[src/hw/rtl/hsl_to_rgb_converter_defines.svh]
// Assertion macros shared by the HSL to RGB converter RTL.
`ifndef HSL_TO_RGB_CONVERTER_DEFINES_SVH
`define HSL_TO_RGB_CONVERTER_DEFINES_SVH
`ifndef ASSERT_OFF
// Checks a property on every rising clock edge outside reset.
`define HSL_ASSERT(lbl, clk, rst_n, prop, msg) \
    lbl: assert property (@(posedge clk) disable iff (!rst_n) (prop)) else $error(msg);
// Checks that a condition implies a consequence in the same cycle.
`define HSL_ASSERT_IMPL(lbl, clk, rst_n, ante, cons, msg) \
    lbl: assert property (@(posedge clk) disable iff (!rst_n) (ante) |-> (cons)) else $error(msg);
`else
`define HSL_ASSERT(lbl, clk, rst_n, prop, msg)
`define HSL_ASSERT_IMPL(lbl, clk, rst_n, ante, cons, msg)
`endif
`endif

[src/hw/rtl/hsl2rgb_pkg.sv]
// Shared types, constants and the hue ramp function of the HSL to RGB converter.
`timescale 1ns / 1ps
package hsl2rgb_pkg;

    // Field widths that do not vary.
    localparam int HUE_BITS   = 16;
    localparam int ALPHA_BITS = 8;
    localparam int FRAC_BITS  = HUE_BITS + 1;

    // One third of a turn in Q0.16.
    localparam logic [HUE_BITS-1:0] HUE_THIRD = 16'h5555;

    // Pipeline layout: stage numbers of the register stages.
    localparam int PIPE_STAGES = 7;
    localparam int ST_IN       = 0;
    localparam int ST_BOUND    = 4;
    localparam int ST_MUL      = 5;
    localparam int ST_LAST     = PIPE_STAGES - 1;

    // Per-stage load enables and valid bits.
    typedef struct packed {
        logic [PIPE_STAGES-1:0] en;
        logic [PIPE_STAGES-1:0] valid;
    } t_pipe_ctrl;

    // Hue ramp weight in 0..65536 for a wrapped hue: rising, top, falling, bottom.
    function automatic logic [FRAC_BITS-1:0] hsl_ramp_frac(input logic [HUE_BITS-1:0] h);
        logic [HUE_BITS+2:0] six;
        logic [HUE_BITS+2:0] fall;
        logic [FRAC_BITS-1:0] f;
        six  = {h, 2'b00} + {1'b0, h, 1'b0};
        fall = 19'h40000 - six;
        if (six < 19'h10000) begin
            f = six[FRAC_BITS-1:0];
        end else if (six < 19'h30000) begin
            f = 17'h10000;
        end else if (six < 19'h40000) begin
            f = fall[FRAC_BITS-1:0];
        end else begin
            f = '0;
        end
        return f;
    endfunction

endpackage

[src/hw/rtl/hsl2rgb_pipe_ctrl.sv]
// Valid bits and per-stage load enables of the converter pipeline.
`timescale 1ns / 1ps
`include "hsl_to_rgb_converter_defines.svh"
module hsl2rgb_pipe_ctrl (
    input  logic                    i_clk,
    input  logic                    i_rst_n,
    input  logic                    i_in_valid,
    output logic                    o_in_ready,
    input  logic                    i_out_ready,
    output hsl2rgb_pkg::t_pipe_ctrl o_ctrl
);
    import hsl2rgb_pkg::*;

    logic [PIPE_STAGES-1:0] r_valid;
    logic [PIPE_STAGES-1:0] n_valid;
    logic [PIPE_STAGES-1:0] w_en;

    // A stage loads when it is empty or its item moves on this cycle.
    always_comb begin
        w_en[ST_LAST] = !r_valid[ST_LAST] || i_out_ready;
        for (int k = ST_LAST - 1; k >= 0; k--) begin
            w_en[k] = !r_valid[k] || w_en[k+1];
        end
    end

    // Valid bits follow the items down the stages.
    always_comb begin
        n_valid = r_valid;
        if (w_en[ST_IN]) begin
            n_valid[ST_IN] = i_in_valid;
        end
        for (int k = ST_IN + 1; k < PIPE_STAGES; k++) begin
            if (w_en[k]) begin
                n_valid[k] = r_valid[k-1];
            end
        end
    end

    always_ff @(posedge i_clk) begin
        if (!i_rst_n) begin
            r_valid <= '0;
        end else begin
            r_valid <= n_valid;
        end
    end

    assign o_in_ready   = w_en[ST_IN];
    assign o_ctrl.en    = w_en;
    assign o_ctrl.valid = r_valid;

    `HSL_ASSERT(a_accept_fills, i_clk, i_rst_n, (i_in_valid && w_en[ST_IN]) |=> r_valid[ST_IN], "accepted item did not enter the first stage")
    `HSL_ASSERT(a_result_held, i_clk, i_rst_n, (r_valid[ST_LAST] && !i_out_ready) |=> r_valid[ST_LAST], "result dropped while stalled")
    `HSL_ASSERT_IMPL(a_flow_through, i_clk, i_rst_n, i_out_ready, o_in_ready, "input stalled while output drains")
endmodule

[src/hw/rtl/hsl2rgb_bounds.sv]
// Lower bound m1 and span m2 - m1 from lightness and saturation, five stages.
`timescale 1ns / 1ps
`include "hsl_to_rgb_converter_defines.svh"
module hsl2rgb_bounds #(
    parameter int CHANNEL_BITS = 16
) (
    input  logic                    i_clk,
    input  logic                    i_rst_n,
    input  hsl2rgb_pkg::t_pipe_ctrl i_ctrl,
    input  logic [CHANNEL_BITS-1:0] i_saturation,
    input  logic [CHANNEL_BITS-1:0] i_lightness,
    output logic [CHANNEL_BITS-1:0] o_m1,
    output logic [CHANNEL_BITS-1:0] o_span
);
    import hsl2rgb_pkg::*;

    localparam int CB = CHANNEL_BITS;
    localparam logic [CB-1:0] FULL = {CB{1'b1}};
    localparam logic [CB-1:0] HALF = FULL >> 1;

    // Stage 0: raw product l*s.
    logic [CB-1:0]   r_l0, r_s0;
    logic [2*CB-1:0] r_ls0;
    // Stage 1: product rounded to a channel value.
    logic [CB-1:0]   r_l1, r_s1, r_prod1;
    // Stage 2: upper bound.
    logic [CB-1:0]   r_l2, r_m2_2;
    // Stage 3: lower bound.
    logic [CB-1:0]   r_m1_3, r_m2_3;
    // Stage 4: lower bound and span.
    logic [CB-1:0]   r_m1_4, r_d4;

    logic [2*CB:0]   w_y;
    logic [2*CB:0]   w_qsum;
    logic [CB+1:0]   w_m2s;
    logic [CB+1:0]   w_m1s;
    logic [CB-1:0]   w_m2;
    logic [CB-1:0]   w_m1;

    // Divide by FULL with rounding: y = p + FULL/2, q = (y + (y >> CB) + 1) >> CB.
    always_comb begin
        w_y    = {1'b0, r_ls0} + {{(CB+1){1'b0}}, HALF};
        w_qsum = w_y + (w_y >> CB) + {{(2*CB){1'b0}}, 1'b1};
    end

    // Upper bound: l*(1+s) for dark pixels, l+s-l*s for light ones, clamped.
    always_comb begin
        if (!r_l1[CB-1]) begin
            w_m2s = {2'b00, r_l1} + {2'b00, r_prod1};
        end else begin
            w_m2s = {2'b00, r_l1} + {2'b00, r_s1} - {2'b00, r_prod1};
        end
        if (w_m2s[CB+1]) begin
            w_m2 = '0;
        end else if (w_m2s[CB]) begin
            w_m2 = FULL;
        end else begin
            w_m2 = w_m2s[CB-1:0];
        end
    end

    // Lower bound: 2*l - m2, clamped.
    always_comb begin
        w_m1s = {1'b0, r_l2, 1'b0} - {2'b00, r_m2_2};
        if (w_m1s[CB+1]) begin
            w_m1 = '0;
        end else if (w_m1s[CB]) begin
            w_m1 = FULL;
        end else begin
            w_m1 = w_m1s[CB-1:0];
        end
    end

    // Stage registers, each loading on its own enable.
    always_ff @(posedge i_clk) begin
        if (i_ctrl.en[0]) begin
            r_l0  <= i_lightness;
            r_s0  <= i_saturation;
            r_ls0 <= i_lightness * i_saturation;
        end
        if (i_ctrl.en[1]) begin
            r_l1    <= r_l0;
            r_s1    <= r_s0;
            r_prod1 <= w_qsum[2*CB-1:CB];
        end
        if (i_ctrl.en[2]) begin
            r_l2   <= r_l1;
            r_m2_2 <= w_m2;
        end
        if (i_ctrl.en[3]) begin
            r_m1_3 <= w_m1;
            r_m2_3 <= r_m2_2;
        end
        if (i_ctrl.en[ST_BOUND]) begin
            r_m1_4 <= r_m1_3;
            r_d4   <= (r_m2_3 >= r_m1_3) ? (r_m2_3 - r_m1_3) : '0;
        end
    end

    assign o_m1   = r_m1_4;
    assign o_span = r_d4;

    `HSL_ASSERT_IMPL(a_prod_le_sat, i_clk, i_rst_n, i_ctrl.valid[1], (r_prod1 <= r_s1), "rounded l*s exceeds s")
    `HSL_ASSERT_IMPL(a_bounds_order, i_clk, i_rst_n, i_ctrl.valid[3], (r_m1_3 <= r_m2_3), "lower bound above upper bound")
    `HSL_ASSERT_IMPL(a_span_fits, i_clk, i_rst_n, i_ctrl.valid[ST_BOUND], (({1'b0, r_d4} + {1'b0, r_m1_4}) <= {1'b0, FULL}), "m1 plus span exceeds full scale")
endmodule

[src/hw/rtl/hsl2rgb_lane.sv]
// One color channel: hue ramp weight, span multiply, rounding and clamp.
`timescale 1ns / 1ps
module hsl2rgb_lane #(
    parameter int CHANNEL_BITS = 16
) (
    input  logic                              i_clk,
    input  hsl2rgb_pkg::t_pipe_ctrl           i_ctrl,
    input  logic [hsl2rgb_pkg::HUE_BITS-1:0]  i_hue,
    input  logic [CHANNEL_BITS-1:0]           i_m1,
    input  logic [CHANNEL_BITS-1:0]           i_span,
    output logic [CHANNEL_BITS-1:0]           o_chan
);
    import hsl2rgb_pkg::*;

    localparam int CB = CHANNEL_BITS;
    localparam int MW = CB + FRAC_BITS;
    localparam logic [CB-1:0] FULL = {CB{1'b1}};

    logic [FRAC_BITS-1:0] r_f [0:ST_BOUND];
    logic [MW-1:0]        r_mul;
    logic [CB-1:0]        r_m1;
    logic [CB-1:0]        r_chan;

    logic [MW-1:0]        w_rnd;
    logic [CB+1:0]        w_sum;

    // Weight is formed at entry and travels alongside the bound stages.
    always_ff @(posedge i_clk) begin
        if (i_ctrl.en[ST_IN]) begin
            r_f[0] <= hsl_ramp_frac(i_hue);
        end
        for (int k = 1; k <= ST_BOUND; k++) begin
            if (i_ctrl.en[k]) begin
                r_f[k] <= r_f[k-1];
            end
        end
    end

    // Round the product half up, add the lower bound and clamp.
    always_comb begin
        w_rnd = r_mul + MW'(1 << (HUE_BITS - 1));
        w_sum = {2'b00, r_m1} + {1'b0, w_rnd[MW-1:HUE_BITS]};
    end

    always_ff @(posedge i_clk) begin
        if (i_ctrl.en[ST_MUL]) begin
            r_mul <= i_span * r_f[ST_BOUND];
            r_m1  <= i_m1;
        end
        if (i_ctrl.en[ST_LAST]) begin
            r_chan <= (w_sum > {2'b00, FULL}) ? FULL : w_sum[CB-1:0];
        end
    end

    assign o_chan = r_chan;
endmodule

[src/hw/rtl/hsl_to_rgb_converter.sv]
// Top level of the pipelined HSL to RGB pixel converter.
//
//  channel  dir  group                      tdata fields, lowest bit first
//  pixel    in   i_s_axis_* / o_s_axis_*    hue, saturation, lightness, alpha_in
//  color    out  o_m_axis_* / i_m_axis_*    red, green, blue, alpha_out
//
// One item per clock is accepted while the output takes results; each item
// spends seven register stages in the pipeline (multiply l*s, divide by full
// scale, two bound stages, span, span times ramp weight, round and clamp).
// Reset clears only the stage valid bits; data registers are left as they are.
// A stalled output holds its item; stages behind it keep filling bubbles, and
// the input stalls only once every stage holds an item.
`timescale 1ns / 1ps
module hsl_to_rgb_converter #(
    parameter int CHANNEL_BITS = 16
) (
    input  logic i_clk,
    input  logic i_rst_n,
    // Pixel item: hue, saturation, lightness, alpha_in, zero padded to bytes.
    input  logic [((hsl2rgb_pkg::HUE_BITS + 2*CHANNEL_BITS + hsl2rgb_pkg::ALPHA_BITS + 7) / 8)
                  * 8 - 1:0] i_s_axis_tdata,
    input  logic i_s_axis_tvalid,
    output logic o_s_axis_tready,
    // Color item: red, green, blue, alpha_out, zero padded to bytes.
    output logic [((3*CHANNEL_BITS + hsl2rgb_pkg::ALPHA_BITS + 7) / 8) * 8 - 1:0]
                 o_m_axis_tdata,
    output logic o_m_axis_tvalid,
    input  logic i_m_axis_tready
);
    import hsl2rgb_pkg::*;

    localparam int CB         = CHANNEL_BITS;
    localparam int OUT_W      = 3*CB + ALPHA_BITS;
    localparam int OUT_DATA_W = ((OUT_W + 7) / 8) * 8;
    localparam int SAT_LO     = HUE_BITS;
    localparam int LIGHT_LO   = HUE_BITS + CB;
    localparam int ALPHA_LO   = HUE_BITS + 2*CB;

    t_pipe_ctrl w_ctrl;

    logic [HUE_BITS-1:0]   w_hue;
    logic [HUE_BITS-1:0]   w_hue_r;
    logic [HUE_BITS-1:0]   w_hue_b;
    logic [CB-1:0]         w_sat;
    logic [CB-1:0]         w_light;
    logic [ALPHA_BITS-1:0] w_alpha;
    logic [CB-1:0]         w_m1;
    logic [CB-1:0]         w_span;
    logic [CB-1:0]         w_red;
    logic [CB-1:0]         w_green;
    logic [CB-1:0]         w_blue;
    logic [ALPHA_BITS-1:0] r_alpha [0:ST_LAST];

    // Unpack the input item; red and blue read the hue a third of a turn apart.
    assign w_hue   = i_s_axis_tdata[HUE_BITS-1:0];
    assign w_sat   = i_s_axis_tdata[SAT_LO +: CB];
    assign w_light = i_s_axis_tdata[LIGHT_LO +: CB];
    assign w_alpha = i_s_axis_tdata[ALPHA_LO +: ALPHA_BITS];
    assign w_hue_r = w_hue + HUE_THIRD;
    assign w_hue_b = w_hue - HUE_THIRD;

    hsl2rgb_pipe_ctrl u_ctrl (
        .i_clk       (i_clk),
        .i_rst_n     (i_rst_n),
        .i_in_valid  (i_s_axis_tvalid),
        .o_in_ready  (o_s_axis_tready),
        .i_out_ready (i_m_axis_tready),
        .o_ctrl      (w_ctrl)
    );

    hsl2rgb_bounds #(.CHANNEL_BITS(CB)) u_bounds (
        .i_clk        (i_clk),
        .i_rst_n      (i_rst_n),
        .i_ctrl       (w_ctrl),
        .i_saturation (w_sat),
        .i_lightness  (w_light),
        .o_m1         (w_m1),
        .o_span       (w_span)
    );

    hsl2rgb_lane #(.CHANNEL_BITS(CB)) u_red (
        .i_clk  (i_clk),
        .i_ctrl (w_ctrl),
        .i_hue  (w_hue_r),
        .i_m1   (w_m1),
        .i_span (w_span),
        .o_chan (w_red)
    );

    hsl2rgb_lane #(.CHANNEL_BITS(CB)) u_green (
        .i_clk  (i_clk),
        .i_ctrl (w_ctrl),
        .i_hue  (w_hue),
        .i_m1   (w_m1),
        .i_span (w_span),
        .o_chan (w_green)
    );

    hsl2rgb_lane #(.CHANNEL_BITS(CB)) u_blue (
        .i_clk  (i_clk),
        .i_ctrl (w_ctrl),
        .i_hue  (w_hue_b),
        .i_m1   (w_m1),
        .i_span (w_span),
        .o_chan (w_blue)
    );

    // Alpha rides a delay line matched to the color stages.
    always_ff @(posedge i_clk) begin
        if (w_ctrl.en[ST_IN]) begin
            r_alpha[ST_IN] <= w_alpha;
        end
        for (int k = ST_IN + 1; k < PIPE_STAGES; k++) begin
            if (w_ctrl.en[k]) begin
                r_alpha[k] <= r_alpha[k-1];
            end
        end
    end

    // Pack the result item.
    assign o_m_axis_tdata  = OUT_DATA_W'({r_alpha[ST_LAST], w_blue, w_green, w_red});
    assign o_m_axis_tvalid = w_ctrl.valid[ST_LAST];
endmodule

[config.mk]
export PLATFORM = sky130hd
export DESIGN_NAME = hsl_to_rgb_converter
export DESIGN_NICKNAME = d
export VERILOG_FILES = /design/src/hw/rtl/hsl2rgb_pkg.sv /design/src/hw/rtl/hsl2rgb_pipe_ctrl.sv /design/src/hw/rtl/hsl2rgb_bounds.sv /design/src/hw/rtl/hsl2rgb_lane.sv /design/src/hw/rtl/hsl_to_rgb_converter.sv
export VERILOG_INCLUDE_DIRS = /design/src /design/src/hw/rtl
export SDC_FILE = /design/constraint.sdc
export NUM_CORES = 2
export LEC_CHECK = 0
export BUFFER_PORTS_ARGS = -buffer_cell sky130_fd_sc_hd__buf_2
export CAP_MARGIN = 30
export CORE_MARGIN = 2
export CORE_UTILIZATION = 59
export CTS_CLUSTER_SIZE = 14
export DETAILED_ROUTE_END_ITERATION = 8
export GPL_TIMING_DRIVEN = 0
export PLACE_DENSITY = 0.84
export SLEW_MARGIN = 10
export SYNTH_ARGS = -nofsm -noshare
export SYNTH_HDL_FRONTEND = slang
export SYNTH_HIERARCHICAL = 1
export SYNTH_SLANG_ARGS = --single-unit
export TNS_END_PERCENT = 50
[constraint.sdc]
create_clock -name i_clk -period 6.2 [get_ports i_clk]
set_input_delay 0.31 -clock i_clk [delete_from_list [all_inputs] [get_ports i_clk]]
set_output_delay 0.31 -clock i_clk [all_outputs]
set_load 0.1 [all_outputs]
* After elaboration in Yosys (flattened, before gate mapping)
Memories as Yosys holds them, arrays and structs flattened.
Cells that the tools add are included.
** Word-level totals
- Register bits :: 378
- Bits in writable memories :: 311
- Output and inout port bits :: 58
- Word-level logic and storage cells :: 112
- Memories kept :: 4
** Operators by class
- Add/sub/neg operators :: 22
- Multiply operators :: 4
- $lt $le $gt $ge :: 13
- Muxes and demuxes :: 29
- Reduce and logical (&&, ||, !) cells :: 14
** Memories
- u_blue.r_f :: words 5, width 17, read ports 5, clocked after Yosys merged registers in 0, write ports 5, line hsl2rgb_lane.sv:19 : logic [FRAC_BITS-1:0] r_f [0:ST_BOUND];
- u_green.r_f :: words 5, width 17, read ports 5, clocked after Yosys merged registers in 0, write ports 5, line hsl2rgb_lane.sv:19
- u_red.r_f :: words 5, width 17, read ports 5, clocked after Yosys merged registers in 0, write ports 5, line hsl2rgb_lane.sv:19
- r_alpha :: words 7, width 8, read ports 7, clocked after Yosys merged registers in 0, write ports 7, line hsl_to_rgb_converter.sv:52 : logic [ALPHA_BITS-1:0] r_alpha [0:ST_LAST];
** Operator list (count)
- $mux 17 :: 12
- $add 33x16->33 const B :: 3
- $mul 16x17->33 :: 3
- $add 18x17->19 :: 3
- $lt 19x17->1 const B :: 3
- $lt 19x18->1 const B :: 3
- $lt 19x19->1 const B :: 3
- $add 16x17->18 :: 3
- $gt 18x16->1 const B :: 3
- $sub 1x17->17 const A :: 3
- $add 16x16->17 :: 2
- $add 32x15->33 const B :: 1
- $add 32x1->32 const B :: 1
- $add 32x17->32 :: 1
- $mul 16x16->32 :: 1
- $mux 16 :: 2
- $mux 18 :: 1
- $sub 17x16->18 :: 1
- $sub 18x16->18 :: 1
- $add 16x15->16 const B :: 1
- $ge 16x16->1 :: 1
- $sub 16x15->16 const B :: 1
- $sub 16x16->16 :: 1
- $mux 1 :: 14
- 2 further kinds :: 14

* Longest topological paths before layout
- Depth after elaboration :: 10
- Depth in mapped cells :: 24
- Gate-level depth less buffers :: 23

* Cells and area by module
The synthesis kept the hierarchy.
** Modules (own cells, without submodules)
- hsl2rgb_bounds :: times used 1, cells each 2007, area an instance 20378.3 µm², seq. area each 6246.0 µm²
- hsl2rgb_lane (u_blue) :: times used 1, cells each 1387, area an instance 14431.3 µm², seq. area each 3903.7 µm²
- hsl2rgb_lane (u_red) :: times used 1, cells each 1365, area an instance 14242.4 µm², seq. area each 3903.7 µm²
- hsl2rgb_lane (u_green) :: times used 1, cells each 1350, area an instance 14189.9 µm², seq. area each 3903.7 µm²
- hsl_to_rgb_converter :: times used 1, cells each 162, area an instance 2359.8 µm², seq. area each 1681.6 µm²
- hsl2rgb_pipe_ctrl :: times used 1, cells each 32, area an instance 296.5 µm², seq. area each 140.1 µm²

* Worst setup path after synthesis
Ideal clock, no wire load.
- Path type :: input to register
- Start :: input i_s_axis_tdata[22] (netlist name)
- End :: register u_bounds.r_ls0[30], data pin
- Arrival :: 6029 ps
- Data required time :: 5939 ps
- Slack :: -90 ps
- Stages :: 20
- Buffers on the path :: 1
- Cell sequence :: clkbuf_1 -> and2_1 -> fa_1 -> inv_1 -> fa_1 -> fa_1 -> fa_1 -> inv_1 -> fa_1 -> inv_1 -> fa_1 -> inv_1 -> ha_1 -> a211oi_1 -> o21ai_0 -> a2111oi_0 -> a211oi_1 -> o31ai_1 -> a21oi_1 -> a311o_1
** On the way
- Longest elaborated chain between the ends :: 1
** RTL lines
- start: declaration :: line hsl_to_rgb_converter.sv:21 : * 8 - 1:0] i_s_axis_tdata,
- $mul 16x16->32 :: line hsl2rgb_bounds.sv:79 : r_ls0 <= i_lightness * i_saturation;
- end signal: assignment :: line hsl2rgb_bounds.sv:79
- end: declaration :: line hsl2rgb_bounds.sv:23 : logic [2*CB-1:0] r_ls0;
Every way passes these cells.
A chain may end at the register's enable or synchronous reset.

* Worst setup path after layout
- Start :: register u_bounds.r_d4[4], in the netlist u_bounds/o_span[4]
- End :: register u_red.r_mul[32], data pin
** On the way
- Longest elaborated chain between the ends :: 1
** RTL lines
- start: declaration :: line hsl2rgb_bounds.sv:31 : logic [CB-1:0] r_m1_4, r_d4;
- start signal: assignment :: line hsl2rgb_bounds.sv:96 : r_d4 <= (r_m2_3 >= r_m1_3) ? (r_m2_3 - r_m1_3) : '0;
- $mul 16x17->33 :: line hsl2rgb_lane.sv:47 : r_mul <= i_span * r_f[ST_BOUND];
- end signal: assignment :: line hsl2rgb_lane.sv:47
- end: declaration :: line hsl2rgb_lane.sv:20 : logic [MW-1:0] r_mul;
Every way passes these cells.

==> out/results.ini <==
[power_and_ir_drop]
switching_power_mw = 20.6
leakage_nw = 34.3
finalPower_mw = 42.6
pwr-share-clk_pct = 10.0
power_frac_seq_pct = 20.6
p_sw_share_pct = 48.5
p_comb_share_pct = 69.5
vdd_drop_max_mv = 0.491
powerDensity_mw_per_mm2 = 578
p_int_mw = 21.9

[synthesis]
yosys.area.top_type = edfxtp_1
synth.most_common_cell = inv_1
synth.distinct_cells = 129
synth_common_cells = inv_1 (1048), fa_1 (784), nand2_1 (721), edfxtp_1 (654), ha_1 (610)
ys_seq_area_share_pct = 30.0
synth-warning-count = 6
async_flop_share_pct = 0
syn_inst = 6303
synth_area_leaders = edfxtp_1 (30%), fa_1 (24%), ha_1 (12%)
synth_edf_count = 654
synth-seq-cells = 661
netlist_area_sq_mm = 0.0659
avgSynthCellArea_sq_um = 10.5
syn_nets = 7757
synthFlopType = edfxtp_1
synth_top_area_share_pct = 29.8

[floorplan]
initial_core_util_pct = 59.5
pin_count = 118
rows = 122
dieHeight_um = 338
die-area_sq_mm = 0.114
fp.dieW_um = 338
core_sq_mm = 0.111

[critical_path]
start_kind = register
crit_slowest_cell = fa_1
r2r_start = u_bounds/o_span[4]
cp_cell_sequence = buf_12 -> clkbuf_4 -> and2_1 -> fa_1 -> inv_1 -> fa_1 -> fa_1 -> inv_1 -> fa_1 -> fa_1 -> inv_2 -> fa_1 -> inv_2 -> ha_4 -> a21o_1 -> a31oi_4 -> a21oi_4 -> nor2_2 -> o32ai_4 -> o221a_2 -> or2_2 -> xnor2_1
path_common_cell = fa_1
crit_required_ns = 6.58
rr_endpoint = u_red/r_mul[32]
cp_top_family = adder cells
end_kind = register
cp.arrival_ns = 6.76
reg2reg_depth = 22
path_buf_inv = 6
worstPathMaxFanout = 10
max_stage_delay_ns = 0.55
r2r_slack_ns = -0.18
critPathKind = register to register

[grt]
grtUsageMet3_pct = 7.18
grt_pass1_vias = 49400
met2_usage_pct = 47.4
grt_pass1_wl_um = 262000
grtUsageTotal_pct = 28.9
grtUsageMet1_pct = 36.2
antenna_found_initial = 6
grt_busiest_layer = met2
grt_overflow_total = 0
grt_max_degree = 99

[timing]
finalSetupTns_ns = -2.06
rsz0062_at_grt = true
layout_worst_path_cycle_share_pct = 103
slew_violations = 0
hold_viol = 0
finalCriticalPeriod_ns = 6.38
setup_violations = 24
tightest_slew_ns = 0.916
fin_ws_ns = -0.183
finClkSkew_ns = 0.0184
fmax_mhz = 157
maxSlewHeadroom_pct = 38.5

[flow_run]
drv_cap = 0

[detailed_routing]
wl_um = 166000
routed-via-count = 47800
drt_pass1_iterations = 8
vias_per_cell = 5.83
wire_per_inst_um = 20.2
drcViolationCount = 0
ant_nets = 0
drt_iter0_markers = 4145

[placement]
place.gp.congestion = 0.953
hpwlAfterDp_um = 122000
port_buffers = 117
placed_cells = 7924

[hold_path]
hold_end = u_bounds/r_s0[0]
hp-class = input port to register
hp-start = i_s_axis_tdata[16]
worstHoldPathCells = 1

[finish]
drive_gt1_share_pct = 11.2
final_cells = 8187
nFillCells = 7775
fin_nets = 8099
syn_to_final_growth_pct = 11.9

[cts]
tritoncts = done
htree_levels = 3
root_buffer = clkbuf_16
cts.sinks = 661
clk_path_buf_depth = 3
cts_buffers = 68
clkLatencyLatePin_ns = 0.63
cts.clk_slew.worst_paths_ns = 0.06

[run_status]
violations = negative setup slack
status = complete, but fails checks

==> per-layer routing <==
metal	wire (um)	share of wire [%]
met2	78000	47
met1	63000	38
met4	8280	5.0
met5	42	0.025
met3	16300	9.8
==> power groups by stage <==
stage                     Sequential [mW]  Combinational, mW  Clock (mW)
after CTS                            8.77               27.9        4.33
after detailed placement             9.09               25.6           0
after global placement               9.13               24.5           0
after global routing                 8.88               32.5        4.50
after floorplan                      9.53               18.2           0
final                                8.76               29.6        4.25
==> cell type report <==
type | count | area (sq um) | share of cell area (%)
Multi-Input combinational cell | 4416 | 42200 | 57.3
Antenna cell | 3 | 7.51 | 0.0102
Sequential cell | 661 | 19800 | 26.8
Buffer | 168 | 1240 | 1.69
Inverter | 1048 | 3940 | 5.34
Clock buffer | 79 | 1760 | 2.39
Tap cell | 1488 | 1860 | 2.53
Clock inverter | 42 | 577 | 0.782
Timing Repair Buffer | 282 | 2340 | 3.17
==> worst max-delay path by stage <==
stage | from | to | slack (ns) | cells past startpoint
finish | u_bounds/o_span[4] | u_red/r_mul[32] | -0.18 | 22
global route | u_bounds/o_span[6] | u_red/r_mul[26] | -0.34 | 24
CTS | i_s_axis_tdata[45] | u_bounds/r_ls0[30] | -0.18 | 21
global placement | u_bounds/o_span[2] | u_red/r_mul[32] | -1.72 | 19
detailed placement | u_bounds/o_span[1] | u_red/r_mul[32] | -1.35 | 21
floorplan | i_s_axis_tdata[22] | u_bounds/r_ls0[30] | 0.003 | 20
==> per-stage QoR <==
step	utilization (%)	hold WS (ns)	area [sq um]	setup slack (ns)
floorplan	-	0.400	65900	0.00311
global placement	61.8	0.400	68300	-1.72
detailed placement	62.1	0.405	68700	-1.35
CTS	66.0	0.00337	73000	-0.180
global route	66.6	0.0215	73700	-0.341
finish	66.6	0.0160	73700	-0.183
==> cell usage in the layout (no fill, tap or decap), types with 68 or more instances in the layout <==
cell,n
xnor2_1,229
buf_2,129
nand2_1,709
nor2_1,199
inv_1,1026
fa_1,769
ha_1,594
a21o_1,79
and2_1,472
clkbuf_16,77
a21oi_1,162
edfxtp_1,654
nor3_1,68
o21a_1,77
xor2_1,100
o21ai_0,113
nand3_1,73
buf_4,120
==> what timing repair did <==
item | CTS | global route
hold endpoints to repair | 15 | 0
hold buffers | 12 | 0
endpoints found under the setup margin | 58 | 48
buffers inserted | 106 | 36
resized for setup | 294 | 189
pin swaps | 82 | 86
gates cloned | 0 | 1
==> sequential cells by signal (all words and copies together), names as in the netlist, 18 cells and up <==
signal and cells:
u_red/r_mul 18, u_blue/r_f 80, u_green/r_f 80, r_alpha 56
u_red/r_f 80, u_green/r_mul 18, u_bounds/r_ls0 32, u_blue/r_mul 18
==> cells by family (layout without fill, tap and decap cells) <==
| logic type | Yosys count | in the layout | share of synthesized area (%) |
|---|---|---|---|
| compound gates | 832 | 832 | 8.72 |
| mux | 8 | 8 | 0.131 |
| other cells | 0 | 3 | 0 |
| fa+ha+maj | 1394 | 1394 | 35.4 |
| buf+inv | 1226 | 1619 | 7.11 |
| flops | 661 | 661 | 30.0 |
| xor+xnor | 331 | 331 | 4.41 |
| simple gates | 1851 | 1851 | 14.2 |
Power figures use the tool's default switching activity.
